### src/rtl/core/ffa_pkg.sv
// ----------------------------------------------------------------------------
// ffa_pkg
// Shared types and constants of the first-fit block allocator.
// ----------------------------------------------------------------------------
package ffa_pkg;

   localparam int MAX_ENTRIES_DEF = 64;
   localparam int ADDR_BITS_DEF   = 20;
   localparam int OWNER_BITS_DEF  = 8;

   localparam int CFG_BITS     = 21;
   localparam int CSR_IDX_BITS = 2;

   localparam logic [CFG_BITS-1:0] TOTAL_RESET   = CFG_BITS'(16384);
   localparam logic [CFG_BITS-1:0] REQUEST_RESET = CFG_BITS'(4096);

   // register indexes
   localparam logic [CSR_IDX_BITS-1:0] CSR_TOTAL_MEMORY = 2'd0;
   localparam logic [CSR_IDX_BITS-1:0] CSR_REQUEST_SIZE = 2'd1;

   // opcodes; any other code acts as a query
   localparam logic [1:0] OP_ALLOC   = 2'd0;
   localparam logic [1:0] OP_RELEASE = 2'd1;

   typedef enum logic [3:0] {
      ST_INIT,
      ST_CLEAR,
      ST_IDLE,
      ST_A_CHK,
      ST_SH_RD,
      ST_SH_WR,
      ST_SPLIT_REM,
      ST_SPLIT_GNT,
      ST_R_CHK,
      ST_R_END,
      ST_UPD,
      ST_FIN
   } state_type;

   typedef struct packed {
      logic idle;
      logic init;
      logic clear;
      logic a_next;
      logic a_exact;
      logic a_split;
      logic a_full;
      logic sh_rd;
      logic sh_wr;
      logic split_rem;
      logic split_gnt;
      logic r_step;
      logic r_end;
      logic upd;
      logic load_rsp;
   } cmd_type;

   typedef struct packed {
      logic       req_fire;
      logic [1:0] req_op;
      logic       cfg_total_wr;
      logic       clr_done;
      logic       at_end;
      logic       fit;
      logic       exact;
      logic       full_cond;
      logic       sh_done;
      logic       rsp_free;
   } status_type;

endpackage

### src/rtl/core/ffa_ctrl.sv
// ----------------------------------------------------------------------------
// ffa_ctrl
// Sequencer: table init, owner count sweep, allocate scan/shift/split,
// release-and-merge pass, totals update and response hand-off.
// ----------------------------------------------------------------------------
module ffa_ctrl (
   input  logic                clock,
   input  logic                reset,
   input  ffa_pkg::status_type status,
   output ffa_pkg::cmd_type    cmd
);
   import ffa_pkg::*;

   state_type state_ff, state_in;

   always_ff @(posedge clock) begin
      if (reset) begin
         state_ff <= ST_INIT;
      end else begin
         state_ff <= state_in;
      end
   end

   always_comb begin
      state_in = state_ff;
      case (state_ff)
         ST_INIT:  state_in = ST_CLEAR;
         ST_CLEAR: if (status.clr_done) state_in = ST_IDLE;
         ST_IDLE: begin
            if (status.req_fire) begin
               if (status.req_op == OP_ALLOC)        state_in = ST_A_CHK;
               else if (status.req_op == OP_RELEASE) state_in = ST_R_CHK;
               else                                  state_in = ST_UPD;
            end
         end
         ST_A_CHK: begin
            if (status.at_end)                       state_in = ST_UPD;
            else if (status.fit && status.exact)     state_in = ST_UPD;
            else if (status.fit && status.full_cond) state_in = ST_UPD;
            else if (status.fit)                     state_in = ST_SH_RD;
         end
         ST_SH_RD:     state_in = status.sh_done ? ST_SPLIT_REM : ST_SH_WR;
         ST_SH_WR:     state_in = ST_SH_RD;
         ST_SPLIT_REM: state_in = ST_SPLIT_GNT;
         ST_SPLIT_GNT: state_in = ST_UPD;
         ST_R_CHK:     if (status.at_end) state_in = ST_R_END;
         ST_R_END:     state_in = ST_UPD;
         ST_UPD:       state_in = ST_FIN;
         ST_FIN:       if (status.rsp_free) state_in = ST_IDLE;
         default:      state_in = ST_INIT;
      endcase
      // a total memory write rebuilds the table
      if (status.cfg_total_wr) state_in = ST_INIT;
   end

   always_comb begin
      cmd = '0;
      case (state_ff)
         ST_INIT:  cmd.init  = 1'b1;
         ST_CLEAR: cmd.clear = 1'b1;
         ST_IDLE:  cmd.idle  = 1'b1;
         ST_A_CHK: begin
            if (!status.at_end) begin
               if (!status.fit)           cmd.a_next  = 1'b1;
               else if (status.exact)     cmd.a_exact = 1'b1;
               else if (status.full_cond) cmd.a_full  = 1'b1;
               else                       cmd.a_split = 1'b1;
            end
         end
         ST_SH_RD:     cmd.sh_rd     = !status.sh_done;
         ST_SH_WR:     cmd.sh_wr     = 1'b1;
         ST_SPLIT_REM: cmd.split_rem = 1'b1;
         ST_SPLIT_GNT: cmd.split_gnt = 1'b1;
         ST_R_CHK:     cmd.r_step    = !status.at_end;
         ST_R_END:     cmd.r_end     = 1'b1;
         ST_UPD:       cmd.upd       = 1'b1;
         ST_FIN:       cmd.load_rsp  = status.rsp_free;
         default:      cmd = '0;
      endcase
   end
endmodule

### config.mk
export PLATFORM = sky130hd
export DESIGN_NAME = ffa_ctrl
export DESIGN_NICKNAME = d
export VERILOG_FILES = /design/src/rtl/core/ffa_pkg.sv /design/src/rtl/core/ffa_ctrl.sv
export SDC_FILE = /design/constraint.sdc
export NUM_CORES = 1
export LEC_CHECK = 0
export BUFFER_PORTS_ARGS = -buffer_cell sky130_fd_sc_hd__buf_2
export CORE_AREA = 5 5 42 44
export CTS_BUF_LIST = sky130_fd_sc_hd__clkbuf_4
export DETAILED_ROUTE_END_ITERATION = 12
export DIE_AREA = 0 0 47 49
export PLACE_DENSITY = 0.74
export RECOVER_POWER = 100
export SYNTH_ARGS = -nofsm -noshare
export SYNTH_HDL_FRONTEND = slang
export SYNTH_SLANG_ARGS = --single-unit
### constraint.sdc
create_clock -name clock -period 1.6 [get_ports clock]
set_input_delay 0.16 -clock clock [delete_from_list [all_inputs] [get_ports clock]]
set_output_delay 0.16 -clock clock [all_outputs]
set_load 0.005 [all_outputs]
==> results.yml <==
global_routing:
  grt.overflow.total: 0
  grt_max_degree: 21
  antenna_found_initial: 0
  grt_use_total: 0.164
  grt_pass1_wl_mm: 2.86
  grt_pass1_vias: 668
power:
  vdd_drop_max_v: 0.000317
  power.density_mw_per_mm2: 434
  p_leak_nw: 0.322
run:
  maxCapViolCount: 0
critical_path:
  crit_path_start_kind: "flip-flop"
  crit_path_start: "state_ff[1]"
  r2r_start: "state_ff[3]"
  required_ps: 1440
  crit_type: "reg2out"
  cp.arrival_ps: 1360
  path_max_fanout: 10
  cp-end-kind: "output port"
finish:
  fin_nets: 123
  final_area_um2: 828
  top_register: "state_ff"
  fillers: 145
  largest_register_ff_count: 4
  drive_gt1_frac: 0.444
  n_antenna_cell: 0
  area_delta_synth_final_pct: 50.8
  largest_registers: "state_ff (4)"
logic_synthesis:
  synth-xor-area-share: 0
  synthAdderAreaFrac: 0
  synth.distinct_cells: 32
  synth_top_cell_area_share: 0.146
  ys_top_cells_by_area: "dfxtp_1 (15%), nor3_1 (7.3%), nor2_1 (6.8%)"
  synth_top_family_by_area: "simple AND/OR/NAND/NOR gates"
  yosysWarnings: 0
  synth.net_count: 88
  synthesis.area_um2: 549
  synth_compound_area_frac: 0.253
  synthMuxAreaShare: 0.0547
  avgSynthCellArea_um2: 7.32
  syn_inst: 75
  ys_seq_elements: 4
  synth-simple-area-share: 0.462
  ys_seq_area_frac: 0.146
  netlist.top_cell.by_area: "dfxtp_1"
timing:
  min_period_ps: 1520
  fin_skew_ps: 4.08
  timing.final.crit_share: 0.949
  slew_violations: 0
  holdWs_ps: 153
  slew_headroom: 0.654
  hold_viol_final: 0
  tightest_slew_ps: 506
  tns_ps: 0
  setup_viol: 0
  fmax_mhz: 658
clock_tree:
  clk_latency_ps: 230
  clockBufferDepth: 2
  numCtsBuffers: 3
  clock_sinks: 4
  cts-root-buf: "clkbuf_4"
  cts.htree.levels: 1
  tritoncts: "done"
  clk_pin_slew_ps: 40
  cts_setup_buffers: 0
drt:
  routedWlPerCell_um: 14.6
  first_pass_iters: 4
  antenna_left: 0
  drc: 0
  postRouteWirelength_mm: 1.81
  via_per_inst: 5.65
  drtIter0Drc: 16
  num_vias: 700
floorplanning:
  rows: 14
  initial_core_util: 0.392
  boundaryPins: 28
  die_y_um: 49
  fp.dieArea_mm2: 0.00230
  fp.coreArea_mm2: 0.00140
  die_x_um: 47
place:
  hpwl_mm: 1.34
  gp_congestion: 0.812
  postPlaceCellArea_um2: 742
  port_buffers: 27
hold_path:
  hp-start: "status[7]"
  min_path_type: "in2reg"
status:
  status: "finished, final reports clean"
## worst paths after layout
check,slack (ps),to,depth (start not counted)
min reg2reg,670,state_ff[0],3
max reg2reg,80,state_ff[3],3
max,80,cmd[8],6
min,150,state_ff[1],2
## cell usage after synthesis, drive strengths merged
library cell / instances
nor2: 10
a41oi: 2
o21ai: 4
o21bai: 1
nand2b: 5
a21oi: 2
clkbuf: 3
nand4b: 1
dfxtp: 4
or4b: 2
nor3b: 2
o41ai: 1
nor4bb: 1
inv: 1
nor3: 8
nand3b: 1
mux2i: 3
nor4b: 1
and3: 1
nand2: 5
o22a: 1
a31oi: 2
nand3: 1
buf: 4
a2111oi: 1
nor4: 4
o311ai: 1
nor2b: 2
o32a: 1
## metrics by stage
stage | setup WS, ps | utilization | cells | power, mW
after global placement | 102 | 0.529 | 120 | 0.223
after global routing | -5.15 | 0.591 | 124 | 0.389
after floorplan | 214 | - | 75 | 0.174
final | 81.0 | 0.591 | 124 | 0.359
after detailed placement | 32.2 | 0.529 | 120 | 0.226
after CTS | 2.95 | 0.560 | 123 | 0.355
## layout by cell type (no fill, tap or decap), drive strengths merged, types with 2 or more instances in the layout
master,instances
dfxtp,4
o21ai,4
nand2b,5
a31oi,2
nor2b,2
mux2i,3
nand2,5
a21oi,2
nor3b,2
or4b,2
nor3,8
buf,27
nor2,10
nor4,4
a41oi,2
clkbuf,13
## cells by family (layout without fill, tap and decap cells)
group | Yosys count | after routing
AOI/OAI and AO/OA | 16 | 16
and+or+nand+nor | 44 | 44
DFF | 4 | 4
buffers and inverters | 8 | 41
muxes | 3 | 3
## where the power goes
part | internal, mW | leakage, nW | total [mW] | switching (mW)
Sequential | 0.104 | 0.0349 | 0.113 | 0.00953
Combinational | 0.0612 | 0.274 | 0.123 | 0.0619
Clock | 0.0838 | 0.0138 | 0.123 | 0.0394
## area by class of cell
type                       instances  area, um2  area share
clock buffer                       3       22.5      0.0272
inverter                           1       3.75     0.00453
multi-input combinational         63        468       0.565
sequential                         4       90.1       0.109
tap                               16       20.0      0.0242
timing repair buffer              37        224       0.270
## layer usage
metal,up-vias,wire (um),part of all wire,global-route usage
met4,0,12,0.0066,0.0415
met5,-,0,0,0
li1,353,-,-,-
met2,31,969,0.53,0.276
met3,2,112,0.062,0.0369
met1,314,717,0.40,0.201
## worst max-delay path, stage by stage, from the launching register on
cell      delay [ps]
dfxtp_4          380
buf_12           130
nand2b_4          70
nor3_4           140
nand2_2          100
nor3b_2          170
buf_2            130
## repair_timing
action	CTS	global route
gates cloned	0	1
resized for setup	5	9
hold buffers	0	0
setup endpoints to repair	2	6
pin swaps	0	6
Note: power is estimated with default switching activity, not from simulation.
